### src/design/assert_macros.svh
// Assertion macros shared by the booth multiplier RTL.
// No dependencies; included by files that carry concurrent assertions.
`ifndef ASSERT_MACROS_SVH
`define ASSERT_MACROS_SVH

// Same-cycle implication, checked on the rising clock edge outside of reset.
`define ASSERT_IMPLIES(lbl, clk, rst_n, ante, cons) \
    lbl: assert property (@(posedge clk) disable iff (!rst_n) (ante) |-> (cons)) \
        else $error("implication check failed");

// Next-cycle implication, checked on the rising clock edge outside of reset.
`define ASSERT_NEXT(lbl, clk, rst_n, ante, cons) \
    lbl: assert property (@(posedge clk) disable iff (!rst_n) (ante) |=> (cons)) \
        else $error("next-cycle check failed");

`endif

### src/design/brm_pkg.sv
// Package for the radix-2 Booth multiplier: Booth operation codes, the cell
// control struct and the product width. No dependencies.
package brm_pkg;

    localparam int PRODUCT_WIDTH = 32;

    typedef enum logic [1:0] {
        OP_NONE = 2'b00,
        OP_ADD  = 2'b01,
        OP_SUB  = 2'b10
    } booth_op_t;

    // Control broadcast from the sequencer to every cell of the chain.
    typedef struct packed {
        logic      clear;
        logic      step;
        booth_op_t op;
    } cell_ctrl_t;

    // Booth pair (current low multiplier bit, previous bit) to operation.
    function automatic booth_op_t booth_decode(input logic q0, input logic qprev);
        booth_op_t op;
        unique case ({q0, qprev})
            2'b01:   op = OP_ADD;
            2'b10:   op = OP_SUB;
            default: op = OP_NONE;
        endcase
        return op;
    endfunction

endpackage

### src/design/brm_in_if.sv
// Input channel of the Booth multiplier: valid/ready plus both operands.
// Depends on nothing; the operand width is an interface parameter.
interface brm_in_if #(
    parameter int W = 16
) ();
    logic                valid;
    logic                ready;
    logic signed [W-1:0] multiplicand;
    logic signed [W-1:0] multiplier;

    modport source (output valid, output multiplicand, output multiplier, input ready);
    modport sink   (input valid, input multiplicand, input multiplier, output ready);
endinterface

### src/design/brm_out_if.sv
// Output channel of the Booth multiplier: valid/ready plus the product.
// Depends on brm_pkg for the product width.
interface brm_out_if ();
    import brm_pkg::*;

    logic                            valid;
    logic                            ready;
    logic signed [PRODUCT_WIDTH-1:0] product;

    modport source (output valid, output product, input ready);
    modport sink   (input valid, input product, output ready);
endinterface

### src/design/brm_cell.sv
// One bit slice of the Booth accumulator: a full-adder stage and one
// accumulator bit that takes its shift input (its left neighbor's sum in the chain) on every step.
// Depends on brm_pkg for the cell control struct.
module brm_cell (
    input  logic                clk,
    input  brm_pkg::cell_ctrl_t ctrl,
    input  logic                m_bit,
    input  logic                carry_in,
    input  logic                shift_in,
    output logic                carry_out,
    output logic                sum_bit,
    output logic                acc_bit
);
    import brm_pkg::*;

    logic acc_reg;
    logic acc_next;
    logic addend;

    always_comb
    begin
        unique case (ctrl.op)
            OP_ADD:  addend = m_bit;
            OP_SUB:  addend = ~m_bit;
            default: addend = 1'b0;
        endcase
    end

    assign sum_bit   = acc_reg ^ addend ^ carry_in;
    assign carry_out = (acc_reg & addend) | (acc_reg & carry_in) | (addend & carry_in);

    always_comb
    begin
        priority if (ctrl.clear)
            acc_next = 1'b0;
        else if (ctrl.step)
            acc_next = shift_in;
        else
            acc_next = acc_reg;
    end

    always_ff @(posedge clk)
    begin
        acc_reg <= acc_next;
    end

    assign acc_bit = acc_reg;
endmodule

### src/design/booth_radix2_multiplier.sv
// Radix-2 Booth signed multiplier, one accumulator cell per bit of A.
// Each transaction is loaded, then takes one add-and-shift step per multiplier bit
// through the cell chain in RUN, then waits in FINISH until the output register
// is free; the next transaction can be taken while the product moves there.
// Reset (rst_n, asynchronous, active low) empties the sequencer and output
// register; datapath registers are loaded with each new transaction.
module booth_radix2_multiplier #(
    parameter int OPERAND_WIDTH = 16
) (
    input logic        clk,
    input logic        rst_n,
    brm_in_if.sink     in_ch,
    brm_out_if.source  out_ch
);
    import brm_pkg::*;

    `include "assert_macros.svh"

    localparam int W  = OPERAND_WIDTH;
    localparam int CW = (W > 1) ? $clog2(W) : 1;
    localparam int PW = PRODUCT_WIDTH;

    // One-hot sequencer. RUN performs one Booth step per cycle; FINISH hands
    // the product to the output register as soon as that register is free.
    typedef enum logic [2:0] {
        ST_IDLE   = 3'b001,
        ST_RUN    = 3'b010,
        ST_FINISH = 3'b100
    } state_t;

    state_t          state_reg, state_next;
    logic [CW-1:0]   count_reg, count_next;
    logic [W-1:0]    m_reg, m_next;
    logic [W-1:0]    q_reg, q_next;
    logic            qprev_reg, qprev_next;
    logic            out_valid_reg, out_valid_next;
    logic [PW-1:0]   product_reg, product_next;

    logic            in_take;
    logic            out_free;
    logic            last_step;
    cell_ctrl_t      ctrl;

    // Chain wiring: carries ripple leftward, sums shift one place rightward.
    logic [W+1:0]    carry_w;
    logic [W:0]      sum_w;
    logic [W:0]      acc_w;

    logic [2*W-1:0]  full_product;
    logic [PW+2*W-1:0] wide_product;

    // The output register can accept a new product when it is empty or when
    // the current one is being taken in this cycle.
    assign out_free  = !out_valid_reg || out_ch.ready;
    assign last_step = (count_reg == CW'(W - 1));

    // A new transaction is taken when idle, or while the finished product
    // moves into the output register, so back-to-back items do not pass through IDLE.
    assign in_ch.ready = (state_reg == ST_IDLE) || ((state_reg == ST_FINISH) && out_free);
    assign in_take     = in_ch.valid && in_ch.ready;

    assign ctrl.clear = in_take;
    assign ctrl.step  = (state_reg == ST_RUN);
    assign ctrl.op    = (state_reg == ST_RUN) ? booth_decode(q_reg[0], qprev_reg) : OP_NONE;

    // Subtraction is addition of the inverted multiplicand plus one.
    assign carry_w[0] = (ctrl.op == OP_SUB);

    genvar gi;
    generate
        for (gi = 0; gi <= W; gi++)
        begin : g_cell
            logic m_bit;
            logic shift_in;

            if (gi < W)
            begin : g_body
                assign m_bit    = m_reg[gi];
                assign shift_in = sum_w[gi+1];
            end
            else
            begin : g_guard
                // Guard cell: sign extension of the multiplicand, and the
                // arithmetic shift keeps its own bit.
                assign m_bit    = m_reg[W-1];
                assign shift_in = sum_w[gi];
            end

            brm_cell u_cell (
                .clk       (clk),
                .ctrl      (ctrl),
                .m_bit     (m_bit),
                .carry_in  (carry_w[gi]),
                .shift_in  (shift_in),
                .carry_out (carry_w[gi+1]),
                .sum_bit   (sum_w[gi]),
                .acc_bit   (acc_w[gi])
            );
        end
    endgenerate

    // The product is A:Q with the guard bit dropped, then fitted to the
    // product field: low bits kept, zero filled above a narrow product.
    assign full_product = {acc_w[W-1:0], q_reg};
    assign wide_product = {{PW{1'b0}}, full_product};

    always_comb
    begin
        state_next     = state_reg;
        count_next     = count_reg;
        m_next         = m_reg;
        q_next         = q_reg;
        qprev_next     = qprev_reg;
        out_valid_next = out_valid_reg && !out_ch.ready;
        product_next   = product_reg;

        unique case (state_reg)
            ST_IDLE:
            begin
                if (in_take)
                    state_next = ST_RUN;
            end
            ST_RUN:
            begin
                // The low sum bit falls into the top of Q on every step.
                q_next     = {sum_w[0], q_reg[W-1:1]};
                qprev_next = q_reg[0];
                count_next = count_reg + CW'(1);
                if (last_step)
                    state_next = ST_FINISH;
            end
            ST_FINISH:
            begin
                if (out_free)
                begin
                    product_next   = wide_product[PW-1:0];
                    out_valid_next = 1'b1;
                    state_next     = in_take ? ST_RUN : ST_IDLE;
                end
            end
            default:
            begin
                state_next = ST_IDLE;
            end
        endcase

        if (in_take)
        begin
            m_next     = in_ch.multiplicand;
            q_next     = in_ch.multiplier;
            qprev_next = 1'b0;
            count_next = '0;
        end
    end

    always_ff @(posedge clk or negedge rst_n)
    begin
        if (!rst_n)
        begin
            state_reg     <= ST_IDLE;
            count_reg     <= '0;
            out_valid_reg <= 1'b0;
        end
        else
        begin
            state_reg     <= state_next;
            count_reg     <= count_next;
            out_valid_reg <= out_valid_next;
        end
    end

    always_ff @(posedge clk)
    begin
        m_reg       <= m_next;
        q_reg       <= q_next;
        qprev_reg   <= qprev_next;
        product_reg <= product_next;
    end

    assign out_ch.valid   = out_valid_reg;
    assign out_ch.product = product_reg;

    // A taken transaction always starts its step sequence at step zero.
    `ASSERT_NEXT(a_load_starts_run, clk, rst_n, in_take, (state_reg == ST_RUN) && (count_reg == '0))
    // The last Booth step always hands over to the finishing state.
    `ASSERT_NEXT(a_last_step_finishes, clk, rst_n, (state_reg == ST_RUN) && last_step, state_reg == ST_FINISH)
    // Finishing with a free output register always presents a result.
    `ASSERT_NEXT(a_finish_emits, clk, rst_n, (state_reg == ST_FINISH) && out_free, out_valid_reg)
endmodule
### src/flat_wrapper.sv
// flat-port wrapper written by rule: the top's interface ports become plain ports
module booth_radix2_multiplier_flat import brm_pkg::*;
#(
    parameter int OPERAND_WIDTH = 16
)
  (clk, rst_n, in_ch_valid, in_ch_multiplicand, in_ch_multiplier, in_ch_ready, out_ch_valid, out_ch_product, out_ch_ready);
  brm_in_if in_ch_i ();
  brm_out_if out_ch_i ();
  input logic clk;
  input logic rst_n;
  input wire logic [$bits(in_ch_i.valid)-1:0] in_ch_valid;
  input wire logic [$bits(in_ch_i.multiplicand)-1:0] in_ch_multiplicand;
  input wire logic [$bits(in_ch_i.multiplier)-1:0] in_ch_multiplier;
  output wire logic [$bits(in_ch_i.ready)-1:0] in_ch_ready;
  output wire logic [$bits(out_ch_i.valid)-1:0] out_ch_valid;
  output wire logic [$bits(out_ch_i.product)-1:0] out_ch_product;
  input wire logic [$bits(out_ch_i.ready)-1:0] out_ch_ready;
  assign in_ch_i.valid = in_ch_valid;
  assign in_ch_i.multiplicand = in_ch_multiplicand;
  assign in_ch_i.multiplier = in_ch_multiplier;
  assign in_ch_ready = in_ch_i.ready;
  assign out_ch_valid = out_ch_i.valid;
  assign out_ch_product = out_ch_i.product;
  assign out_ch_i.ready = out_ch_ready;
  booth_radix2_multiplier #(.OPERAND_WIDTH(OPERAND_WIDTH)) u_core (.clk(clk), .rst_n(rst_n), .in_ch(in_ch_i), .out_ch(out_ch_i));
endmodule
### config.mk
export PLATFORM = sky130hd
export DESIGN_NAME = booth_radix2_multiplier_flat
export DESIGN_NICKNAME = d
export VERILOG_FILES = /design/src/design/brm_pkg.sv /design/src/design/brm_in_if.sv /design/src/design/brm_out_if.sv /design/src/design/brm_cell.sv /design/src/design/booth_radix2_multiplier.sv /design/src/flat_wrapper.sv
export VERILOG_INCLUDE_DIRS = /design/src /design/src/design
export SDC_FILE = /design/constraint.sdc
export NUM_CORES = 1
export LEC_CHECK = 0
export BUFFER_PORTS_ARGS = -buffer_cell sky130_fd_sc_hd__clkbuf_2
export CAP_MARGIN = 20
export CORE_AREA = 2 2 71 107
export CTS_CLUSTER_DIAMETER = 100
export DETAILED_ROUTE_END_ITERATION = 8
export DIE_AREA = 0 0 73 109
export PLACE_DENSITY = 0.82
export SLEW_MARGIN = 20
export SYNTH_ARGS = -nofsm -noshare
export SYNTH_HDL_FRONTEND = slang
export SYNTH_SLANG_ARGS = --single-unit
export TNS_END_PERCENT = 10
### constraint.sdc
create_clock -name clk -period 8.47 [get_ports clk]
set_input_delay 0.4235 -clock clk [delete_from_list [all_inputs] [get_ports clk]]
set_output_delay 0.4235 -clock clk [all_outputs]
set_load 0.005 [all_outputs]
## Yosys cells after proc, flatten, opt, wreduce, memory -nomap -nowiden

Index checks and enable logic that the tools add are counted.

- Register bits: 89
- Input port bits: 36
- Output and inout port bits: 34

- Add/subtract/negate cells: 1
- Eq/ne operators: 11
- Muxes and demuxes: 29
- Bitwise gates (word level): 129
- Reductions and logical operators: 10

Operators by type and width:

| kind | count |
|---|---|
| $and A1 B1 Y1 | 48 |
| $xor A1 B1 Y1 | 33 |
| $mux W16 | 2 |
| $or A1 B1 Y1 | 32 |
| $pmux W1 S2 | 16 |
| $not A1 Y1 | 16 |
| $mux W3 | 3 |
| $pmux W3 S3 | 1 |
| $mux W4 | 2 |
| $ne A2 B1 Y1 const B | 3 |
| $add A4 B1 Y4 const B | 1 |
| $eq A2 B1 Y1 const B | 2 |
| $eq A2 B2 Y1 const B | 2 |
| $eq A4 B4 Y1 const B | 1 |
| $mux W2 | 2 |
| $pmux W2 S2 | 1 |
| $eq A3 B1 Y1 const B | 1 |
| $eq A3 B2 Y1 const B | 1 |
| $eq A3 B3 Y1 const B | 1 |
| $logic_and A1 B1 Y1 | 3 |
| $reduce_and A3 Y1 | 1 |
| $logic_not A1 Y1 | 2 |
| $logic_or A1 B1 Y1 | 2 |
| $mux W1 | 2 |
| 2 further kinds | 2 |

## Depth between registers and ports, before layout

- Depth after elaboration: 54
- Depth in mapped cells: 22

## By module

A second synthesis with hierarchy kept.

- Cell total of the unflattened synthesis: 325
- Area total of the unflattened synthesis: 4131.5 µm²

By module, submodules not included:

| module | instances | cells each | area an instance (µm²) | seq. area each (µm²) |
|---|---|---|---|---|
| booth_radix2_multiplier | 1 | 138 | 2658.8 | 2143.3 |
| brm_cell at u_core.g_cell[13].u_cell ... | 13 | 11 | 86.3 | 20.0 |
| brm_cell at u_core.g_cell[0].u_cell ... | 4 | 11 | 87.6 | 20.0 |

## Worst setup path before layout

Ideal clock, no wire load.

- Kind: register -> register
- Start: register u_core.state_reg[0]
- End: register u_core.g_cell[14].u_cell.acc_reg
- Arrival time: 7376 ps
- Data required time: 8400 ps
- Slack: 1024 ps
- Cell stages (with the launch flop): 23
- Cell sequence: dfstp_2 -> nor3b_4 -> nand3b_1 -> clkbuf_1 -> fa_1 -> inv_1 -> fa_1 -> fa_1 -> fa_1 -> fa_1 -> fa_1 -> fa_1 -> fa_1 -> fa_1 -> fa_1 -> fa_1 -> fa_1 -> fa_1 -> fa_1 -> fa_1 -> fa_1 -> nand2_1 -> a21oi_1

- Cells in the longest elaborated chain, start to end: 50

Ends and longest elaborated chain:

| element | RTL line | source |
|---|---|---|
| start, declared | booth_radix2_multiplier.sv:31 | `state_t state_reg, state_next;` |
| start signal, assigned | booth_radix2_multiplier.sv:166 | `state_reg <= state_next;` |
| $eq A3 B2 Y1 * | booth_radix2_multiplier.sv:64 | `assign ctrl.op = (state_reg == ST_RUN) ? booth_decode(q_reg[0], qprev_reg) : OP_NONE;` |
| $mux W2 * | booth_radix2_multiplier.sv:64 |  |
| $eq A2 B2 Y1 or $eq A2 B1 Y1 (tied branches) | brm_cell.sv:22, booth_radix2_multiplier.sv:67 |  |
| $pmux W1 S2 | brm_cell.sv:22 | `unique case (ctrl.op)` |
| $and A1 B1 Y1 | brm_cell.sv:30 | `assign carry_out = (acc_reg & addend) \| (acc_reg & carry_in) \| (addend & carry_in);` |
| $or A1 B1 Y1 (2 in a row) | brm_cell.sv:30 |  |
| $and A1 B1 Y1 | brm_cell.sv:30 |  |
| $or A1 B1 Y1 (2 in a row) | brm_cell.sv:30 |  |
| (+30 left out) | -- |  |
| $and A1 B1 Y1 | brm_cell.sv:30 |  |
| $or A1 B1 Y1 (2 in a row) | brm_cell.sv:30 |  |
| $and A1 B1 Y1 | brm_cell.sv:30 |  |
| $or A1 B1 Y1 (2 in a row) | brm_cell.sv:30 |  |
| $and A1 B1 Y1 | brm_cell.sv:30 |  |
| $or A1 B1 Y1 (2 in a row) | brm_cell.sv:30 |  |
| $xor A1 B1 Y1 * | brm_cell.sv:29 | `assign sum_bit = acc_reg ^ addend ^ carry_in;` |
| via u_core.g_cell[14].shift_in | booth_radix2_multiplier.sv:74 | `logic shift_in;` |
| end signal, assigned | brm_cell.sv:44 | `acc_reg <= acc_next;` |
| end, declared | brm_cell.sv:16 | `logic acc_reg;` |

Mark *: on every way through the listed nets, which the timed path passes. The rest lies on a longest branch.
A chain may end at the register's enable or synchronous reset.

## Worst setup path in the final report

- Start: register u_core.state_reg[1]
- End: register u_core.g_cell[14].u_cell.acc_reg

Same word-level chain as after synthesis.

==> metrics <==
pin count of the biggest net entering global routing=31; Non-Filler Instances=approximately 410; CTS H-Tree Depth=3; nets=roughly 380; Hold Path Stages=1; final worst-path cycle share=0.9159; fmax=between 100 and 150 MHz; area delta synth->final=17.10%; antenna violations before repair=0; CTS resizes=0; main combinational cell family by area after synthesis=multiplexers; CP Launch Type=flip-flop; setup repair bufs after CTS=0; DR DRC count=0; part of the Yosys area used for sequential elements=0.6526; WP data arrival=between 8000 and 9000 ps; switch share=0.2914; post-synth top area share=0.5091; initial DRC count=141; Int Power=just under 900 uW; library cells used by synthesis=32; r2r endpoint=u_core.g_cell[14].u_cell.acc_bit; syn avg cell area=15.47 um2; vias in the first global route=just over 2000; register bit total from synthesis=between 80 and 90; DRT Pass-1 Iters=4; gr ovfl total=0; final setup violation count=0; Post-Route WL=around 6.3 mm; post-synthesis mux area share=0.1044; Via Count=2097; hold_buf cts=1; Critical Path Sink Type=flip-flop; register share of total power=0.537; Worst Hold Endpoint=u_core.m_reg[13]; critical path required time=between 8000 and 9000 ps; Hold Startpoint=in_ch_multiplicand[13]; FFs w/ async S/R, synth=0.08989; Die W=roughly 73 um; drt via density=about 5.2; wire per inst=approximately 16 um; die area=approximately 0.0080 mm2; setup_tns=0 ps; Synth Area in Compound Gates=0.03944; NetSw=between 300 and 400 uW; root buffer cell=clkbuf_8; share of cells above drive strength 1=0.3558; dpl hpwl=~4.3 mm; RR Startpoint=u_core.state_reg[1]; Slew @ Worst Pin=around 850 ps; max FFs per register=32; WS Path Type=flip-flop to flip-flop; Register-to-Register Path Depth=23; initial core utilization=0.5329; Port Buffers=69; number of max-cap violations=0; minimum clock period after layout=7758 ps; Setup WS pre-CTS=805.6 ps; count leader, synth=edfxtp_1; Clock Sinks=89; ANT nets after route=0; first-pass GRT wire length=roughly 10 mm; Cell Pwr Density=278.9 mW/mm2; placed instance count=around 390; Hold Fails Final Rpt=0; Pleak=1.828 nW; number of top-level pins=70; clock buffer depth=2; TritonCTS clock tree=built; Post-Synth XOR/XNOR Area=0.006961; Reg clk slew, reported paths=about 80 ps; Core Rows=38; simple logic cell fraction of the synthesized area=0.07988; yosys warns=0; worst hold path class=input pin to flip-flop; Gate power share=0.229; Synth area leaders=edfxtp_1 (51%), dfxtp_1 (9.0%), fa_1 (9.0%), mux2_4 (5.6%), dfrtp_1 (4.6%); final max-slew violation count=0; clock latency at the later pin of the worst-skew pair=approximately 350 ps; Synth Cell Area=between 0.003 and 0.004 mm2; Adder-Cell Fraction of Synth Area=0.09347; most common library cells after synthesis=edfxtp_1 (64), nand2_1 (39), a21oi_1 (18); slew margin rel.=0.4320; Tot GR Track Use=0.1714; ANT cells=0; run status=completed; Post-Synthesis Cells=~240; Post-synth top flop=edfxtp_1; Syn Nets=slightly below 300; CTS Buf Count=9; Die Ht=between 100 and 150 um; final clock skew=6.567 ps; Post-synth EDFFs=64; Critical Path Fanout Max=17; area of the core=0.007084 mm2; slack of the worst reg-to-reg path=about 700 ps; setup ws final=~700 ps; post-synth top area cell=edfxtp_1; power share of the clock group=0.233; RSZ-0062 raised after global routing=no; GPL Wtd Cong=roughly 0.74; VDD IR-drop max=around 0.0002 V
-- power by group through the flow --
| stage | logic, mW | clock network [mW] | registers (mW) |
|---|---|---|---|
| after floorplan | 0.228 | 0 | 0.648 |
| after global placement | 0.273 | 0 | 0.668 |
| after detailed placement | 0.277 | 0 | 0.673 |
| after CTS | 0.281 | 0.293 | 0.664 |
| after global routing | 0.314 | 0.312 | 0.675 |
| final | 0.283 | 0.288 | 0.662 |
-- kinds of logic (layout without fill, tap and decap cells) --
family,Yosys count,after routing
compound gates,26,26
flops,89,89
simple gates,61,61
buf+inv,15,97
xor+xnor,3,3
mux,32,32
fa+ha+maj,18,18
-- worst max-delay path: stages, from the launching register on --
cell      delay (ps)
dfrtp_1          520
nor3b_4          230
nand3b_1          90
buf_4            210
mux2_2           190
fa_1             160
inv_1             50
fa_1             370
fa_1             390
fa_1             390
fa_1             390
fa_1             400
fa_1             390
fa_1             390
fa_1             390
fa_1             410
fa_1             400
fa_1             400
fa_1             390
fa_1             400
fa_1             430
fa_1             510
nand2_1           60
a21oi_1          120
-- metal layers --
layer | up-vias | track usage | part of all wire | routed length, um
met2 | 73 | 0.2722 | 0.50 | 3181
met1 | 1001 | 0.2329 | 0.44 | 2774
li1 | 1014 | - | - | -
met4 | 0 | 0.05159 | 0.011 | 68
met5 | - | 0 | 0 | 0
met3 | 9 | 0.04344 | 0.048 | 304
-- layout make-up --
type | instances | area [um2]
Clock buffer | 9 | 123.9
Clock inverter | 7 | 77.57
Fill cell | 525 | 2664
Inverter | 5 | 18.77
Multi-Input combinational cell | 140 | 1229
Sequential cell | 89 | 2464
Tap cell | 80 | 100.1
Timing Repair Buffer | 76 | 407.9
-- metrics by stage --
step	hold slack, ps	instance area (um2)	utilization	total power, mW
6_report	243.3	4420	0.6240	1.233
5_1_grt	225.2	4420	0.6240	1.301
4_1_cts	232.7	4405	0.6219	1.237
3_5_place_dp	285.7	4194	0.5920	0.9495
3_3_place_gp	277.5	4194	0.5920	0.9404
2_1_floorplan	127.9	3775	-	0.8762
-- worst max path at each step --
stage | from | to | cells after the start
after floorplan | u_core.state_reg[0] | u_core.g_cell[14].u_cell.acc_bit | 22
after global placement | u_core.state_reg[1] | u_core.g_cell[14].u_cell.acc_bit | 23
after detailed placement | u_core.state_reg[1] | u_core.g_cell[14].u_cell.acc_bit | 23
after CTS | u_core.state_reg[1] | u_core.g_cell[14].u_cell.acc_bit | 23
after global routing | u_core.state_reg[1] | u_core.g_cell[14].u_cell.acc_bit | 23
final | u_core.state_reg[1] | u_core.g_cell[14].u_cell.acc_bit | 23
-- cells in the final DEF, fill, tap and decap left out, drive strengths merged, types with 5 or more instances in the layout --
master / count
inv: 7
clkbuf: 78
edfxtp: 64
dfxtp: 17
nor2: 8
a21oi: 19
mux2i: 15
nand2: 39
o21ai: 5
fa: 17
mux2: 17
buf: 6
dfrtp: 7
No activity file was read; power rests on OpenSTA's default activity.
